`config.mk`:
```
export PLATFORM = sky130hd
export DESIGN_NAME = upsc_back
export DESIGN_NICKNAME = d
export VERILOG_FILES = /design/src/upsc_pkg.sv /design/src/upsc_back.sv
export SDC_FILE = /design/constraint.sdc
export NUM_CORES = 1
export LEC_CHECK = 0
export ABC_CLOCK_PERIOD_IN_PS = 1500
export BUFFER_PORTS_ARGS = -buffer_cell sky130_fd_sc_hd__buf_4
export CAP_MARGIN = 20
export CORE_MARGIN = 2
export CORE_UTILIZATION = 47
export DETAILED_ROUTE_END_ITERATION = 10
export GPL_ROUTABILITY_DRIVEN = 0
export PLACE_DENSITY = 0.7
export SKIP_CTS_REPAIR_TIMING = 1
export SLEW_MARGIN = 20
export SYNTH_ARGS = -nofsm -noshare
export SYNTH_HDL_FRONTEND = slang
export SYNTH_SLANG_ARGS = --single-unit
```
`constraint.sdc`:
```
create_clock -name clk -period 1.5 [get_ports clk]
set_input_delay 0.075 -clock clk [delete_from_list [all_inputs] [get_ports clk]]
set_output_delay 0.075 -clock clk [all_outputs]
set_load 0.005 [all_outputs]
```
`src/upsc_pkg.sv`:
```
package upsc_pkg;

  // Field and register widths.
  localparam int SCALE_W    = 7;
  localparam int DIM_W      = 13;
  localparam int ROW_W      = 12;
  localparam int PAD_W      = 2;
  localparam int CHAN_W     = 8;
  localparam int PIX_W      = 3 * CHAN_W;
  localparam int STATUS_W   = 3;
  localparam int CFG_IDX_W  = 2;
  localparam int CFG_DATA_W = 13;

  // Limits and defaults.
  localparam int SCALE_MAX      = 100;
  localparam int HEIGHT_MAX     = 4096;
  localparam int ROW_PIXELS_DEF = 4096;
  localparam int QDEPTH         = 4;

  localparam logic [CHAN_W-1:0] PAD_BYTE = 8'h00;

  // Configuration register indexes.
  localparam logic [CFG_IDX_W-1:0] REG_SCALE  = 2'd0;
  localparam logic [CFG_IDX_W-1:0] REG_WIDTH  = 2'd1;
  localparam logic [CFG_IDX_W-1:0] REG_HEIGHT = 2'd2;

  // Request kinds.
  localparam logic REQ_PUSH = 1'b0;
  localparam logic REQ_PULL = 1'b1;

  // Result status codes.
  localparam logic [STATUS_W-1:0] ST_ACCEPTED  = 3'd0;
  localparam logic [STATUS_W-1:0] ST_BUSY      = 3'd1;
  localparam logic [STATUS_W-1:0] ST_PIXEL     = 3'd2;
  localparam logic [STATUS_W-1:0] ST_PAD       = 3'd3;
  localparam logic [STATUS_W-1:0] ST_NOT_READY = 3'd4;

  // Classified request handed from the front end to the back end.
  typedef struct packed {
    logic                valid;
    logic [STATUS_W-1:0] status;
    logic                row_end;
    logic                frame_end;
    logic                use_pixel;
  } desc_t;

  // One finished result as held in the output queue.
  typedef struct packed {
    logic [STATUS_W-1:0] status;
    logic [PIX_W-1:0]    pixel;
    logic                row_end;
    logic                frame_end;
  } result_t;

endpackage

```
`src/upsc_back.sv`:
```
module upsc_back (
  input  logic                         clk,
  input  logic                         rst,
  input  upsc_pkg::desc_t              desc,
  input  logic [upsc_pkg::PIX_W-1:0]   ram_rdata,
  output logic                         space,
  output logic                         out_valid,
  input  logic                         out_ready,
  output logic [upsc_pkg::STATUS_W-1:0] status,
  output logic [upsc_pkg::CHAN_W-1:0]  blue_out,
  output logic [upsc_pkg::CHAN_W-1:0]  green_out,
  output logic [upsc_pkg::CHAN_W-1:0]  red_out,
  output logic                         row_end,
  output logic                         frame_end
);

  import upsc_pkg::*;

  localparam int PTR_W = (QDEPTH > 1) ? $clog2(QDEPTH) : 1;
  localparam int CNT_W = $clog2(QDEPTH + 1);

  // Stage that holds each request while the line buffer read data is registered.
  logic                stg_valid;
  logic [STATUS_W-1:0] stg_status;
  logic                stg_rend;
  logic                stg_fend;
  logic                stg_use_pixel;

  // Result queue.
  result_t             queue [QDEPTH];
  logic [PTR_W-1:0]    wr_ptr;
  logic [PTR_W-1:0]    rd_ptr;
  logic [CNT_W-1:0]    count;
  logic                pop;
  result_t             entry;
  result_t             head;

  always_ff @(posedge clk) begin
    if (rst) begin
      stg_valid <= 1'b0;
    end else begin
      stg_valid <= desc.valid;
    end
    stg_status    <= desc.status;
    stg_rend      <= desc.row_end;
    stg_fend      <= desc.frame_end;
    stg_use_pixel <= desc.use_pixel;
  end

  // Assemble the result; pad bytes and status-only results carry zero data.
  always_comb begin
    entry.status    = stg_status;
    entry.row_end   = stg_rend;
    entry.frame_end = stg_fend;
    if (stg_use_pixel) begin
      entry.pixel = ram_rdata;
    end else if (stg_status == ST_PAD) begin
      entry.pixel = {PAD_BYTE, PAD_BYTE, PAD_BYTE};
    end else begin
      entry.pixel = '0;
    end
  end

  // A request is taken only while the queue has room for it and for the
  // one already in the stage, so the stage never stalls.
  assign space = (32'(count) + 32'(stg_valid)) < QDEPTH;
  assign pop   = out_valid && out_ready;

  always_ff @(posedge clk) begin
    if (stg_valid) begin
      queue[wr_ptr] <= entry;
    end
  end

  always_ff @(posedge clk) begin
    if (rst) begin
      wr_ptr <= '0;
      rd_ptr <= '0;
      count  <= '0;
    end else begin
      if (stg_valid) begin
        wr_ptr <= PTR_W'((32'(wr_ptr) + 1) % QDEPTH);
      end
      if (pop) begin
        rd_ptr <= PTR_W'((32'(rd_ptr) + 1) % QDEPTH);
      end
      count <= CNT_W'(32'(count) + 32'(stg_valid) - 32'(pop));
    end
  end

  // The queue head drives the result ports.
  assign head      = queue[rd_ptr];
  assign out_valid = (count != '0);
  assign status    = head.status;
  assign red_out   = head.pixel[PIX_W-1 -: CHAN_W];
  assign green_out = head.pixel[2*CHAN_W-1 -: CHAN_W];
  assign blue_out  = head.pixel[CHAN_W-1:0];
  assign row_end   = head.row_end;
  assign frame_end = head.frame_end;

  a_queue_bound: assert property (@(posedge clk) disable iff (rst)
    32'(count) <= QDEPTH)
    else $error("result queue overfilled");

  a_stage_has_room: assert property (@(posedge clk) disable iff (rst)
    stg_valid |-> 32'(count) < QDEPTH)
    else $error("staged result has no queue slot");

  a_frame_end_ends_row: assert property (@(posedge clk) disable iff (rst)
    stg_valid && stg_fend |-> stg_rend)
    else $error("frame end without row end");

endmodule

```
# == After elaboration in Yosys (flattened, before gate mapping) ==
# Memories as Yosys holds them, arrays and structs flattened. A register that Yosys moved wholly into a read port is not among the register bits.
# Index checks and enable logic that the tools add are counted.
# word_totals
register_bits,14
latch_bits,0
ram_bits,116
romBits,0
inputBits,34
output_inout_bits,31
elab_cells,21
mem_count,1
# op_classes
addsub,4
n_mul,0
div_mod_pow,0
order_cmp,1
n_eq_ne,0
shifts,0
mux,5
bitwise_logic,0
n_reduce_logical,2
# mem_list
memory,words,word_bits,rd,rd_clocked_by_memory_dff,wr,line_no,source
queue,4,29,1,1,1,upsc_back.sv:30,result_t queue [QDEPTH];
# op_table
cell,n
2-to-1 mux 24 bit,1
"adder 2 x 1 -> 2 bit, second input constant",2
adder 3 x 1 -> 4 bit,1
"less-than comparator 4 x 3 -> 1 bit, second input constant",1
2-to-1 mux 2 bit,2
nonzero test 3 bit,1
subtractor 3 x 1 -> 3 bit,1
2-to-1 mux 1 bit,2
logical AND 1 bit,1

# == Depth between registers and ports, before layout ==
# Gate-level depths: netlist of the first run.
# logic_depth
ltp_word,4
depth_mapped,6
depth_no_buf,6

# == Least setup slack after synthesis of the first run ==
# No wires, ideal clock.
# synth_path
kind,reg2reg
from,register wr_ptr[0]
to,"memory queue[2][0] (netlist name), enable pin"
t_arrival_ns,1.265
required_ns,1.111
slack_ns,-0.153
path_stages_with_launch,4
n_path_buf,0
synth_period_minus_slack_ns,1.653
path_cell_list,dfxtp_1 > inv_1 > ha_1 > and2_1
# synth_lines
element,line_no,source
start: declaration,upsc_back.sv:31,logic [PTR_W-1:0] wr_ptr;
start signal: assignment,upsc_back.sv:82,wr_ptr <= PTR_W'((32'(wr_ptr) + 1) % QDEPTH);
end: declaration,upsc_back.sv:30,
# No word-level cell before the write port.

==> flow_metrics.tcl, run 1 <==
set metrics [dict create \
    status "finished, violations left" \
    violations "negative setup slack" \
    power_density_mw_per_mm2 1540 \
    fmax_mhz 548 \
    syn_inst 233 \
    antenna_left 0 \
    drtPass1Iterations 6 \
    use_met2_pct 26.0 \
    grt-busiest-layer "met2" \
    drc_errors 0 \
    syn_area_mm2 0.00498 \
    clkLatencyLatePin_ns 0.52 \
    grt_pass1_vias 2528 \
    synth.avg_cell_area_um2 21.4 \
    cts-root-buf "clkbuf_8" \
    cp_data_required_time_ns 1.42 \
    worst_slack_ns -0.325 \
    htree_num_levels 4 \
    yosys_warnings 0 \
    maxSlewViolCount 0 \
    clock_skew_ns 0.0110 \
    cts_tree "built" \
    rsz0062_at_grt "yes" \
    core_area_mm2 0.0103 \
    setup_viol 30 \
    rows 37 \
    place_ws_ns 0.0877 \
    via_per_inst 4.97 \
    syn_to_final_growth_pct 36.4 \
    hpwl_um 5340 \
    cp-end-kind "output port" \
    port_buffers 64 \
    grt_pass1_wl_um 13400 \
    grt_use_total_pct 16.4 \
    routedWlPerCell_um 17.7 \
    clk_pin_slew_ns 0.06 \
    grt_use_met1_pct 21.6 \
    dieHeight_um 107 \
    pin_count 65 \
    wl_um 8940 \
    hold_path.class "in2reg" \
    setup.worst_path.start_class "flip-flop" \
    place_area_mm2 0.00577 \
    final_area_mm2 0.00679 \
    synth_seq_cells 132 \
    relSlewSlack_pct 72.4 \
    drive_gt1_share_pct 43.1 \
    clock_path_buffers 2 \
    dieArea_mm2 0.0114 \
    worstSetupPathType "reg2out" \
    hold_viol_final 0 \
    yosysUniqueCellTypes 24 \
    grt_antenna_before_repair 0 \
    nets 398 \
    final_common_cell "edfxtp_1" \
    cts_sinks 132 \
    leakage_uw 0.00243 \
    numCtsBuffers 17 \
    dp.cells 440 \
    num_antenna_cells 0 \
    vias 2512 \
    grt_start_max_net_pins 25 \
    max_cap_violations 0 \
    tightest_slew_ns 0.408 \
    drtIter0Drc 126 \
    syn_nets 275 \
    chipWidth_um 107 \
    use_met3_pct 4.38 \
    min_period_ns 1.82 \
    hold_slack_ns 0.00718 \
    period_share_pct 122 \
    final_core_util_pct 65.8 \
    ir_worst_vdd_v 0.000830 \
    grt_overflow 0 \
    final_cell_mix "116 x edfxtp_1, 52 x buf_4, 32 x dlygate4sd3_1" \
    initial_core_util_pct 48.2 \
    fin_cells 505 \
    yosysSeqAreaShare_pct 76.4 \
    arrival_ns 1.75 \
    worstPathMaxFanout 13 \
]
[area by class of cell]
class / count / area, um2
Sequential cell: 132 / 3810
Inverter: 4 / 15.0
Clock buffer: 17 / 414
Tap cell: 136 / 170
Multi-Input combinational cell: 88 / 1130
Timing Repair Buffer: 113 / 1090
Clock inverter: 15 / 159
Fill cell: 697 / 3530
[Yosys cell counts, drive strengths merged]
cell type	count	area share [%]
mux4	29	13
inv	4	0.30
nor2	7	0.53
clkbuf	4	0.30
and2	29	3.6
o21ai	1	0.10
buf	5	0.98
or3	1	0.13
nor2b	3	0.38
o311ai	1	0.18
xnor2	1	0.18
or2	1	0.13
mux2	3	0.68
xnor3	1	0.45
o31a	1	0.18
ha	8	2.0
dfxtp	16	6.4
nand2	1	0.075
edfxtp	116	70
mux2i	1	0.20
[power breakdown]
group          internal, uW  total [uW]  leakage [uW]  switching (uW)
combinational          1430        2220      0.000947             792
sequential             4170        4290       0.00120             124
clock                  2280        3930      0.000275            1660
[cells by family after synthesis]
logic type                 synth area share (%)
buffers and inverters                      1.58
adders and majority gates                  2.01
muxes                                      14.1
AOI/OAI and AO/OA                         0.452
DFF                                        76.4
xor gates and xnor gates                  0.628
and+or+nand+nor                            4.87
[routing by layer]
layer  share of wire [%]  up-vias
li1                    -     1182
met5                   0        -
met3                 4.1       12
met4                 1.3        0
met2                  51       69
met1                  44     1249
[state kept, by name (all words and copies together), names as in the netlist, named ones only]
name and count:
stg_fend 1, rd_ptr 2, count 3, stg_use_pixel 1
stg_rend 1, queue 116, stg_status 3, wr_ptr 2
stg_valid 1
[critical path: stages (launching register included)]
cell and delay [ns]:
dfxtp_4 0.38, buf_12 0.17, mux4_2 0.55, buf_6 0.14
[final timing paths]
path                                          start               endpoint  slack (ns)  cells after the start
worst max-delay path                      flip-flop           green_out[5]       -0.32                      3
worst min-delay path                      out_ready              flip-flop       0.007                      3
worst max register to register  count[2]$_SDFF_PP0_    count[2]$_SDFF_PP0_        0.09                      5
worst min register to register     stg_fend$_DFF_P_  queue[2][0]$_DFFE_PP_        0.48                      0
[per-stage QoR]
stage	TNS, ns	total power (uW)
finish	-8.63	10400
floorplan	0	5450
detailed placement	0	6280
global placement	0	6260
global route	-10.47	10900
CTS	-10.59	10200
Note: power is estimated with default switching activity, not from simulation.
==> inputs of run 2 (changes only) <==
- BUFFER_PORTS_ARGS: -buffer_cell sky130_fd_sc_hd__buf_4 -> unset
- CAP_MARGIN: 20 -> unset
- DONT_BUFFER_PORTS: unset -> 1
- PLACE_DENSITY: 0.7 -> unset
==> run 2 against run 1 <==
- the run still ends with negative setup slack left
- hold slack better by 0.10 ns
- via count is 8.2% lower
- die area stayed put
- routed wire length is 4.4% lower
- non-clock buffer count is 66 lower
- design area is 8.6% lower
- maximum frequency is 5.3% higher
- sequential share of layout area is 5.3 points higher
- critical path type unchanged
- largest power group unchanged
==> flow_metrics.tcl, run 2 (synthesis results as in run 1) <==
set metrics [dict create \
    grt_overflow 0 \
    hpwl_um 4880 \
    cts_sinks 132 \
    crit_chain "buf_12 > mux4_2" \
    drtPass1Iterations 4 \
    routedWlPerCell_um 19.5 \
    largest_register "queue" \
    setup.worst_path.start_class "flip-flop" \
    max_cap_violations 0 \
    final_area_mm2 0.00621 \
    violations "negative setup slack" \
    grt_antenna_before_repair 0 \
    power_frac_clock_pct 38.7 \
    initial_core_util_pct 48.2 \
    pin_count 65 \
    reg_top3 "queue: 116 flops, count: 3 flops, stg_status: 3 flops" \
    hold_path.class "in2reg" \
    relSlewSlack_pct 75.6 \
    syn_to_final_growth_pct 24.7 \
    register_area_mm2 0.00381 \
    swShare_pct 22.7 \
    worst_slack_ns -0.232 \
    final_common_cell "edfxtp_1" \
    fill_cells 752 \
    status "finished, violations left" \
    multi_input_comb_area_mm2 0.00113 \
    fmax_mhz 577 \
    arrival_ns 1.66 \
    final_cell_mix "116 x edfxtp_1, 33 x dlygate4sd3_1, 29 x mux4_2" \
    nets 332 \
    num_antenna_cells 0 \
    clk_pin_slew_ns 0.05 \
    drtIter0Drc 96 \
    grt_use_total_pct 16.2 \
    port_buffers 0 \
    vias 2306 \
    htree_num_levels 4 \
    final.setup.tns_ns -5.88 \
    worstSetupPathType "reg2out" \
    tightest_slew_ns 0.362 \
    setup_viol 30 \
    drive_gt1_share_pct 27.7 \
    cp_slowest_stage_delay_ns 0.56 \
    worstPathMaxFanout 12 \
    via_per_inst 5.25 \
    numCtsBuffers 17 \
    cp_data_required_time_ns 1.42 \
    grt_start_max_net_pins 30 \
    place_ws_ns 0.0870 \
    combPwrFrac_pct 16.5 \
    place_area_mm2 0.00527 \
    pwr-share-seq_pct 44.9 \
    cp-end-kind "output port" \
    hold_viol_final 0 \
    core_area_mm2 0.0103 \
    chipWidth_um 107 \
    dieArea_mm2 0.0114 \
    clock_skew_ns 0.00530 \
    wl_um 8550 \
    grt_pass1_vias 2342 \
    largest_register_ffs 116 \
    period_share_pct 115 \
    rsz0062_at_grt "yes" \
    cts-root-buf "clkbuf_8" \
    cp_slowest_cell "mux4_2" \
    hold_slack_ns 0.109 \
    intPower_uw 7410 \
    drc_errors 0 \
    maxSlewViolCount 0 \
    power_density_mw_per_mm2 1550 \
    dieHeight_um 107 \
    clock_path_buffers 2 \
    leakage_uw 0.00207 \
    cp_num_buf_inv 1 \
    grt_pass1_wl_um 13000 \
    cp_top_family "multiplexers" \
    final_core_util_pct 60.2 \
    rows 37 \
    p_sw_uw 2180 \
    ir_worst_vdd_v 0.000828 \
    clkLatencyLatePin_ns 0.51 \
    min_period_ns 1.73 \
    cts_tree "built" \
    antenna_left 0 \
]
[run 2: stage by stage]
stage                     total power (uW)  instances
after floorplan                       5450        233
after global placement                5750        372
after detailed placement              5780        372
after CTS                             9500        404
after global routing                 10000        439
final                                 9590        439
[run 2: worst register-to-register path, stage by stage, from the launching register on]
cell	delay, ns
dfxtp_4	0.35
buf_4	0.13
o31a_1	0.28
ha_2	0.19
ha_1	0.18
xnor3_1	0.19
nor2_1	0.04
[run 2: final cells by class]
class | instances | area share (%)
well taps | 136 | 2.74
multi-input cells | 88 | 18.2
repair buffers | 47 | 8.70
inverters | 4 | 0.242
clock inverters | 13 | 1.87
clock buffers | 19 | 6.79
flip-flops and latches | 132 | 61.4
[run 2: layer usage]
metal | vias to the layer above | track usage [%] | wire length, um
li1 | 1042 | - | -
met1 | 1200 | 19.7 | 3730
met2 | 49 | 25.2 | 4250
met3 | 15 | 6.75 | 422
met4 | 0 | 8.07 | 149
met5 | - | 0 | 0
[run 2: final timing paths]
kind	end	cells past startpoint	from	slack, ns
setup / recovery	blue_out[1]	2	flip-flop	-0.23
hold / removal	stg_status[2]$_DFF_P_	1	desc[5]	0.11
setup reg to reg	count[2]$_SDFF_PP0_	6	count[0]$_SDFF_PP0_	0.03
hold reg to reg	queue[1][28]$_DFFE_PP_	0	stg_status[2]$_DFF_P_	0.48
[run 2: power groups by stage]
stage | sequential [uW] | combinational (uW) | clock [uW]
final | 4300 | 1580 | 3710
after global routing | 4320 | 1730 | 3950
after CTS | 4270 | 1440 | 3790
after detailed placement | 4340 | 1440 | 0
after global placement | 4330 | 1420 | 0
after floorplan | 4300 | 1150 | 0
