<file path="src/upsc_pkg.sv">
package upsc_pkg;

  // Field and register widths.
  localparam int SCALE_W    = 7;
  localparam int DIM_W      = 13;
  localparam int ROW_W      = 12;
  localparam int PAD_W      = 2;
  localparam int CHAN_W     = 8;
  localparam int PIX_W      = 3 * CHAN_W;
  localparam int STATUS_W   = 3;
  localparam int CFG_IDX_W  = 2;
  localparam int CFG_DATA_W = 13;

  // Limits and defaults.
  localparam int SCALE_MAX      = 100;
  localparam int HEIGHT_MAX     = 4096;
  localparam int ROW_PIXELS_DEF = 4096;
  localparam int QDEPTH         = 4;

  localparam logic [CHAN_W-1:0] PAD_BYTE = 8'h00;

  // Configuration register indexes.
  localparam logic [CFG_IDX_W-1:0] REG_SCALE  = 2'd0;
  localparam logic [CFG_IDX_W-1:0] REG_WIDTH  = 2'd1;
  localparam logic [CFG_IDX_W-1:0] REG_HEIGHT = 2'd2;

  // Request kinds.
  localparam logic REQ_PUSH = 1'b0;
  localparam logic REQ_PULL = 1'b1;

  // Result status codes.
  localparam logic [STATUS_W-1:0] ST_ACCEPTED  = 3'd0;
  localparam logic [STATUS_W-1:0] ST_BUSY      = 3'd1;
  localparam logic [STATUS_W-1:0] ST_PIXEL     = 3'd2;
  localparam logic [STATUS_W-1:0] ST_PAD       = 3'd3;
  localparam logic [STATUS_W-1:0] ST_NOT_READY = 3'd4;

  // Classified request handed from the front end to the back end.
  typedef struct packed {
    logic                valid;
    logic [STATUS_W-1:0] status;
    logic                row_end;
    logic                frame_end;
    logic                use_pixel;
  } desc_t;

  // One finished result as held in the output queue.
  typedef struct packed {
    logic [STATUS_W-1:0] status;
    logic [PIX_W-1:0]    pixel;
    logic                row_end;
    logic                frame_end;
  } result_t;

endpackage

</file>
<file path="src/upsc_front.sv">
module upsc_front #(
  parameter int MAX_ROW_PIXELS = upsc_pkg::ROW_PIXELS_DEF,
  parameter int ADDR_W         = (MAX_ROW_PIXELS > 1) ? $clog2(MAX_ROW_PIXELS) : 1
) (
  input  logic                             clk,
  input  logic                             rst,
  input  logic                             cfg_we,
  input  logic [upsc_pkg::CFG_IDX_W-1:0]   cfg_index,
  input  logic [upsc_pkg::CFG_DATA_W-1:0]  cfg_data,
  input  logic                             in_valid,
  output logic                             in_ready,
  input  logic                             req_type,
  input  logic [upsc_pkg::CHAN_W-1:0]      blue_in,
  input  logic [upsc_pkg::CHAN_W-1:0]      green_in,
  input  logic [upsc_pkg::CHAN_W-1:0]      red_in,
  input  logic                             space,
  output upsc_pkg::desc_t                  desc,
  output logic                             ram_we,
  output logic [ADDR_W-1:0]                ram_waddr,
  output logic [upsc_pkg::PIX_W-1:0]       ram_wdata,
  output logic [ADDR_W-1:0]                ram_raddr
);

  import upsc_pkg::*;

  // Configuration registers.
  logic [SCALE_W-1:0] scale_factor;
  logic [DIM_W-1:0]   source_width;
  logic [DIM_W-1:0]   source_height;

  // Sequencing state.
  logic [DIM_W-1:0]   load_column, load_column_next;
  logic               row_ready, row_ready_next;
  logic [DIM_W-1:0]   emit_column, emit_column_next;
  logic [SCALE_W-1:0] across_copy, across_copy_next;
  logic [SCALE_W-1:0] down_copy, down_copy_next;
  logic [PAD_W-1:0]   pad_sent, pad_sent_next;
  logic [ROW_W-1:0]   source_row, source_row_next;

  // Effective (clamped) settings.
  logic [SCALE_W-1:0] eff_s;
  logic [DIM_W-1:0]   eff_w;
  logic [DIM_W-1:0]   eff_h;
  logic [PAD_W-1:0]   row_bytes_low;
  logic [PAD_W-1:0]   pad_count;

  logic               accept;
  logic               finish;
  logic [DIM_W-1:0]   wcol;
  logic [DIM_W:0]     lc_sum;
  logic [SCALE_W:0]   ac_sum;
  logic [DIM_W-1:0]   col_adv;
  logic [PAD_W:0]     ps_sum;
  logic [SCALE_W:0]   ds_sum;
  logic [ROW_W:0]     rs_sum;

  // Register writes; indexes beyond the list are ignored.
  always_ff @(posedge clk) begin
    if (rst) begin
      scale_factor  <= SCALE_W'(1);
      source_width  <= DIM_W'(1);
      source_height <= DIM_W'(1);
    end else if (cfg_we) begin
      case (cfg_index)
        REG_SCALE:  scale_factor  <= cfg_data[SCALE_W-1:0];
        REG_WIDTH:  source_width  <= cfg_data[DIM_W-1:0];
        REG_HEIGHT: source_height <= cfg_data[DIM_W-1:0];
        default: ;
      endcase
    end
  end

  // Clamp the settings into their legal ranges.
  always_comb begin
    if (scale_factor == '0) begin
      eff_s = SCALE_W'(1);
    end else if (32'(scale_factor) > SCALE_MAX) begin
      eff_s = SCALE_W'(SCALE_MAX);
    end else begin
      eff_s = scale_factor;
    end
    if (source_width == '0) begin
      eff_w = DIM_W'(1);
    end else if (32'(source_width) > MAX_ROW_PIXELS) begin
      eff_w = DIM_W'(MAX_ROW_PIXELS);
    end else begin
      eff_w = source_width;
    end
    if (source_height == '0) begin
      eff_h = DIM_W'(1);
    end else if (32'(source_height) > HEIGHT_MAX) begin
      eff_h = DIM_W'(HEIGHT_MAX);
    end else begin
      eff_h = source_height;
    end
  end

  // Pad bytes bring 3 * width * scale up to a multiple of four; only the
  // low two bits of each factor matter.
  always_comb begin
    row_bytes_low = PAD_W'(eff_w[PAD_W-1:0] * eff_s[PAD_W-1:0] * PAD_W'(3));
    pad_count     = PAD_W'(-row_bytes_low);
  end

  assign accept   = in_valid && space;
  assign in_ready = space;

  // A load column left beyond a narrowed width restarts at zero.
  assign wcol      = (load_column >= eff_w) ? '0 : load_column;
  assign ram_waddr = ADDR_W'(wcol);
  assign ram_wdata = {red_in, green_in, blue_in};
  assign ram_raddr = ADDR_W'(emit_column);

  // Classify the request and advance the counters.
  always_comb begin
    load_column_next = load_column;
    row_ready_next   = row_ready;
    emit_column_next = emit_column;
    across_copy_next = across_copy;
    down_copy_next   = down_copy;
    pad_sent_next    = pad_sent;
    source_row_next  = source_row;
    desc             = '0;
    ram_we           = 1'b0;
    finish           = 1'b0;
    lc_sum           = {1'b0, wcol} + 1'b1;
    ac_sum           = {1'b0, across_copy} + 1'b1;
    ps_sum           = {1'b0, pad_sent} + 1'b1;
    ds_sum           = {1'b0, down_copy} + 1'b1;
    rs_sum           = {1'b0, source_row} + 1'b1;
    col_adv          = emit_column;

    if (accept) begin
      desc.valid = 1'b1;
      if (req_type == REQ_PUSH) begin
        if (row_ready) begin
          desc.status = ST_BUSY;
        end else begin
          desc.status = ST_ACCEPTED;
          ram_we      = 1'b1;
          if (lc_sum >= {1'b0, eff_w}) begin
            load_column_next = '0;
            row_ready_next   = 1'b1;
          end else begin
            load_column_next = lc_sum[DIM_W-1:0];
          end
        end
      end else if (!row_ready) begin
        desc.status = ST_NOT_READY;
      end else if (emit_column < eff_w) begin
        desc.status    = ST_PIXEL;
        desc.use_pixel = 1'b1;
        if (ac_sum >= {1'b0, eff_s}) begin
          across_copy_next = '0;
          col_adv          = emit_column + 1'b1;
        end else begin
          across_copy_next = ac_sum[SCALE_W-1:0];
        end
        emit_column_next = col_adv;
        if (col_adv >= eff_w && pad_count == '0) begin
          finish = 1'b1;
        end
      end else begin
        desc.status   = ST_PAD;
        pad_sent_next = ps_sum[PAD_W-1:0];
        if (ps_sum >= {1'b0, pad_count}) begin
          finish = 1'b1;
        end
      end
    end

    // Close the output row; after the last replay release the buffer.
    if (finish) begin
      desc.row_end     = 1'b1;
      emit_column_next = '0;
      across_copy_next = '0;
      pad_sent_next    = '0;
      if (ds_sum >= {1'b0, eff_s}) begin
        down_copy_next = '0;
        row_ready_next = 1'b0;
        if (rs_sum >= eff_h) begin
          source_row_next = '0;
          desc.frame_end  = 1'b1;
        end else begin
          source_row_next = rs_sum[ROW_W-1:0];
        end
      end else begin
        down_copy_next = ds_sum[SCALE_W-1:0];
      end
    end
  end

  always_ff @(posedge clk) begin
    if (rst) begin
      load_column <= '0;
      row_ready   <= 1'b0;
      emit_column <= '0;
      across_copy <= '0;
      down_copy   <= '0;
      pad_sent    <= '0;
      source_row  <= '0;
    end else begin
      load_column <= load_column_next;
      row_ready   <= row_ready_next;
      emit_column <= emit_column_next;
      across_copy <= across_copy_next;
      down_copy   <= down_copy_next;
      pad_sent    <= pad_sent_next;
      source_row  <= source_row_next;
    end
  end

  // Loading always restarts from column zero once a row is complete.
  a_load_idle_when_ready: assert property (@(posedge clk) disable iff (rst)
    row_ready |-> load_column == '0)
    else $error("load column moved while a row is held");

  // With no row held, the emit counters rest at zero.
  a_emit_idle_when_empty: assert property (@(posedge clk) disable iff (rst)
    !row_ready |-> (emit_column == '0 && across_copy == '0 && pad_sent == '0))
    else $error("emit counters active without a loaded row");

endmodule

</file>
<file path="config.mk">
export PLATFORM = sky130hd
export DESIGN_NAME = upsc_front
export DESIGN_NICKNAME = d
export VERILOG_FILES = /design/src/upsc_pkg.sv /design/src/upsc_front.sv
export SDC_FILE = /design/constraint.sdc
export NUM_CORES = 1
export LEC_CHECK = 0
export ABC_AREA = 1
export BUFFER_PORTS_ARGS = -buffer_cell sky130_fd_sc_hd__buf_2
export CELL_PAD_IN_SITES_DETAIL_PLACEMENT = 0
export CELL_PAD_IN_SITES_GLOBAL_PLACEMENT = 1
export CORE_MARGIN = 3
export CORE_UTILIZATION = 28
export CTS_BUF_LIST = sky130_fd_sc_hd__clkbuf_2 sky130_fd_sc_hd__clkbuf_4 sky130_fd_sc_hd__clkbuf_8
export CTS_CLUSTER_DIAMETER = 80
export DETAILED_ROUTE_END_ITERATION = 8
export PLACE_DENSITY = 0.67
export SLEW_MARGIN = 10
export SYNTH_ARGS = -nofsm -noshare
export SYNTH_HDL_FRONTEND = slang
export SYNTH_SLANG_ARGS = --single-unit
</file>
<file path="constraint.sdc">
create_clock -name clk -period 4.4 [get_ports clk]
set_input_delay 0.22 -clock clk [delete_from_list [all_inputs] [get_ports clk]]
set_output_delay 0.22 -clock clk [all_outputs]
set_load 0.03 [all_outputs]
</file>
Word level (Yosys, flattened, before mapping)
Index checks and enable logic that the tools add are counted.
Widths: inputs -> output; s select.

operators by class
  bitwise operators = 3
  $add $sub $neg = 7
  multiply operators = 2
  equal/unequal tests = 2
  reduce and logical (&&, ||, !) cells = 15
  magnitude comparators = 11
  multiplexer cells = 43

operators with widths
  kind                   number
  $mux 13                11
  $ge 13x13->1           3
  $mux 7                 4
  $gt 13x13->1 const B   2
  $logic_not 13->1       2
  $mux 1                 23
  $add 7x1->8 const B    2
  $ge 8x7->1             2
  $add 13x1->14 const B  1
  $ge 14x13->1           1
  $add 12x1->13 const B  1
  $add 13x1->13 const B  1
  $lt 13x13->1           1
  $mux 12                1
  $reduce_and 2->1       4
  $reduce_and 4->1       2
  $gt 7x7->1 const B     1
  $logic_not 7->1        1
  $mux 3                 2
  $logic_not 2->1        2
  $mux 4                 1
  $add 2x1->3 const B    1
  $ge 3x2->1             1
  $not 1->1              3
  other kinds (9)        10

word-level totals
  output and inout port bits = 57
  logic and storage cells = 93
  register bits after elaboration = 88

Longest topological paths before layout
  depth after elaboration = 17
  gate-level depth with buffers = 38
  gate-level depth less buffers = 36

Least setup slack after synthesis
OpenSTA, ideal clock, no wires.

  kind = flip-flop to flip-flop
  start = register source_width[6]
  end = register load_column[11]
  cell stages (with the launch flop) = 35
  slack = -0.314 ns
  data required time = 4.330 ns
  period minus slack after synthesis = 4.714 ns
  library setup time = 0.070 ns
  path buffers = 2
  data arrival time = 4.644 ns
  path through = dfxtp_1 > nor2_1 > nand2_1 > nor2_2 > nand3_1 > nand2_2 > buf_6 > nand2_1 > ha_1 > nand2_1 > inv_1 > nand2_1 > nand2_1 > nand2_1 > nand3_1 > nor2_4 > buf_6 > inv_2 > nor2_1 > ha_1 > nand3_1 > nor2_4 > nand2_1 > xor2_1 > inv_1 > ha_1 > a21oi_1 > o21ai_0 > a221oi_1 > nand2_1 > nand2_1 > inv_1 > nor2_2 > nand2_1 > a21oi_1

between the ends
  word-level cells in the longest chain between the ends = 8

RTL lines
  element                 RTL line           RTL
  start, declared         upsc_front.sv:28   logic [DIM_W-1:0] source_width;
  start signal, assigned  upsc_front.sv:66   REG_WIDTH: source_width <= cfg_data[DIM_W-1:0];
  $gt 13x13->1            upsc_front.sv:84   end else if (32'(source_width) > MAX_ROW_PIXELS) begin
  $mux 13                 upsc_front.sv:84
  $mux 13 *               upsc_front.sv:82   if (source_width == '0) begin
  $ge 13x13->1 *          upsc_front.sv:109  assign wcol = (load_column >= eff_w) ? '0 : load_column;
  $mux 13 *               upsc_front.sv:109
  net ram_waddr[0]        upsc_front.sv:19   output logic [ADDR_W-1:0] ram_waddr,
  $add 13x1->14 *         upsc_front.sv:126  lc_sum = {1'b0, wcol} + 1'b1;
  $ge 14x13->1            upsc_front.sv:141  if (lc_sum >= {1'b0, eff_w}) begin
  $mux 13 *               upsc_front.sv:141
  end signal, assigned    upsc_front.sv:203  load_column <= load_column_next;
  end, declared           upsc_front.sv:32   logic [DIM_W-1:0] load_column, load_column_next;

The timed path passes the listed nets; every way through them passes the cells marked *.
A chain may end at the register's enable or synchronous reset.

==> flow_summary.ini <==
[die]
fp.dieW_um = 168.8
ios = 102
die_h_um = 168.8
core_um2 = 25620
rows = 58
die-area_um2 = 28490
start_util_pct = 28.96

[global_route]
grt_use_total_pct = 14.84
grt_pass1_wl_um = 34260
antenna_found_initial = 0
grt_pass1_vias = 6713
grt_overflow = 0
grt_max_degree = 47

[power]
p_sw_share_pct = 35.47
power.leakage_nw = 4.391
seq_power_share_pct = 39.3
intPower_mw = 1.363
power_density_nw_per_um2 = 227.5
p_sw_uw = 748.9
clkPwrFrac_pct = 30.0
ir_drop_mv = 0.1320
p_comb_share_pct = 30.7

[synthesis]
synthCells = 1130
async_flop_share_pct = 0
yosys.area_share.adder_pct = 14.60
syn_nets = 1261
synth_top_family_by_area = simple AND/OR/NAND/NOR gates
synth_top_area_share_pct = 23.74
yosys-top-cells-area = dfxtp_1 24%, ha_1 14%, nand2_1 13%
yosys.area_share.simple_pct = 33.07
synthFlopType = dfxtp_1
synth_compound_area_share_pct = 11.67
yosysTopAreaCell = dfxtp_1
muxShareOfSynthArea_pct = 0
synth-edff-count = 0
synth_warnings = 0
synth_area_um2 = 7420
synth_seq_area_share_pct = 23.74
yosysUniqueCellTypes = 50
synth-seq-cells = 88
postSynthAreaPerCell_um2 = 6.566
synthTopCellsByCount = 266 x nand2_1, 166 x nor2_1, 137 x inv_1
synth_most_common_cell = nand2_1
synth-xor-area-share_pct = 3.423

[clock_tree]
cts_tree = done
clock_sinks = 88
clk_latency_ps = 390
cts.path.max_buffers = 2
clkTransAtPathRegs_ps = 100
numCtsBuffers = 9
cts-root-buf = clkbuf_8
cts-htree-levels = 3

[finish]
final_cells = 1539
nets = 1335
design_area_um2 = 9283
syn_to_final_growth_pct = 25.11
antennaDiodeCount = 0
drive_gt1_share_pct = 25.97

[sta]
drv_slew = 0
fmax_mhz = 230.9
min_period_ps = 4330
worstMarginPinSlew_ps = 715.5
holdWs_ps = 79.55
period_share_pct = 98.42
slew_headroom_pct = 52.18
fin_skew_ps = 16.71
setup_viol = 0
final.setup.worst_slack_ps = 69.73
hold_viol = 0
grt_setup_unrepaired = true

[status]
status = finished clean

[place]
io_buffers = 53
dp.cells = 1487
dpl_worst_slack_ps = -23.36
hpwl_um = 16270
placed_area_um2 = 7978
place.gp.congestion = 0.8409

[route]
ant_nets = 0
post_drt_wl_per_cell_um = 14.11
num_vias = 7054
dr.first_iter.drc_count = 356
vias_per_cell = 4.583
drt-total-wl_um = 21720
drt_first_pass_iters = 4
post-route-drc-count = 0

[setup_path]
r2r_slack_ps = 180
r2r_start = source_width[3]
crit_required_ps = 4180
crit_end = desc[1]
setup.worst_path.start = scale_factor[0]
worst-r2r-cell-count = 36
worstPathMaxFanout = 5
crit_type = reg -> out
rr_endpoint = load_column[10]
cp.arrival_ps = 4110
worstSetupStartpointType = register
endpoint_kind = output port

[hold_path]
min_path_type = in -> reg
hold_start = cfg_data[7]

[run]
drv_cap = 0
==> critical path, cell delays in order, from the launching register on <==
cell and delay [ps]:
dfxtp_2 340, nor2_2 110, nor2_1 60, o21bai_2 170
buf_6 130, nand2_2 70, ha_4 270, inv_1 30
o21bai_1 170, a31oi_2 120, nor2_2 160, nor2_4 70
buf_12 160, nand2_8 70, nand2_2 40, o21ai_1 60
inv_1 100, ha_4 280, nand2_1 40, nor2_1 100
nand2_1 60, or3_1 360, nand3_2 110, nand3_4 110
nand2_4 80, nand4_4 100, a31oi_4 180, buf_6 150
==> cell type report <==
class | count | area, µm²
clock buffer | 10 | 137.6
clock inverter | 6 | 75.07
fill | 2717 | 16330
inverter | 144 | 545.5
multi-input combinational | 836 | 5445
sequential | 88 | 1783
tap | 330 | 412.9
timing repair buffer | 125 | 883.3
==> placed cells by master (no fill, tap or decap), types with 25 or more instances in the layout <==
master,instances
nand2_2,25
nand3_1,47
ha_1,59
nor2_1,157
buf_2,51
dfxtp_1,77
inv_1,126
buf_4,64
o21ai_0,52
ha_4,25
nand2_1,234
a21oi_1,50
==> flip-flops by register name (all words and copies together), names as in the netlist <==
register       flops
across_copy        7
down_copy          7
emit_column       13
load_column       13
pad_sent           2
row_ready          1
scale_factor       7
source_height     13
source_row        12
source_width      13
==> metal layers <==
layer	vias up	share of wire, %	track usage [%]
met2	93	46	24.21
li1	3764	-	-
met1	3177	50	20.37
met3	20	3.2	2.522
met5	-	0	0
met4	0	1.2	3.806
==> power by group through the flow <==
stage / sequential (mW) / clock [mW] / combinational (mW)
floorplan: 0.842 / 0 / 0.377
global placement: 0.846 / 0 / 0.478
detailed placement: 0.846 / 0 / 0.479
CTS: 0.828 / 0.657 / 0.530
global route: 0.832 / 0.688 / 0.727
finish: 0.829 / 0.634 / 0.649
==> cells by family after synthesis <==
logic type	after synthesis
xor+xnor	29
simple gates	566
flops	88
compound gates	151
buf+inv	210
fa+ha+maj	86
==> timing repair <==
item	CTS	global route
buffers inserted	5	27
gates cloned	2	2
gates resized for setup	18	149
hold buffers	0	0
endpoints found under the setup margin	10	25
pin swaps	9	54
endpoints found under the hold margin	0	0
==> through the flow <==
stage | utilization, % | setup TNS, ps | power (mW)
3_3_place_gp | 31.14 | 0 | 1.324
6_report | 36.24 | 0 | 2.111
3_5_place_dp | 31.14 | -64.33 | 1.325
5_1_grt | 36.24 | -1600 | 2.246
2_1_floorplan | - | 0 | 1.219
4_1_cts | 32.56 | -58.79 | 2.016
==> worst min path at each step <==
stage                        endpoint  slack, ps  cells past startpoint
finish               source_height[7]         80                      3
global route        source_height[11]         80                      3
CTS                 source_height[11]         60                      3
global placement         ram_wdata[0]        440                      0
detailed placement       ram_wdata[0]        440                      0
floorplan             source_width[0]        330                      2
Power figures use the tool's default switching activity.
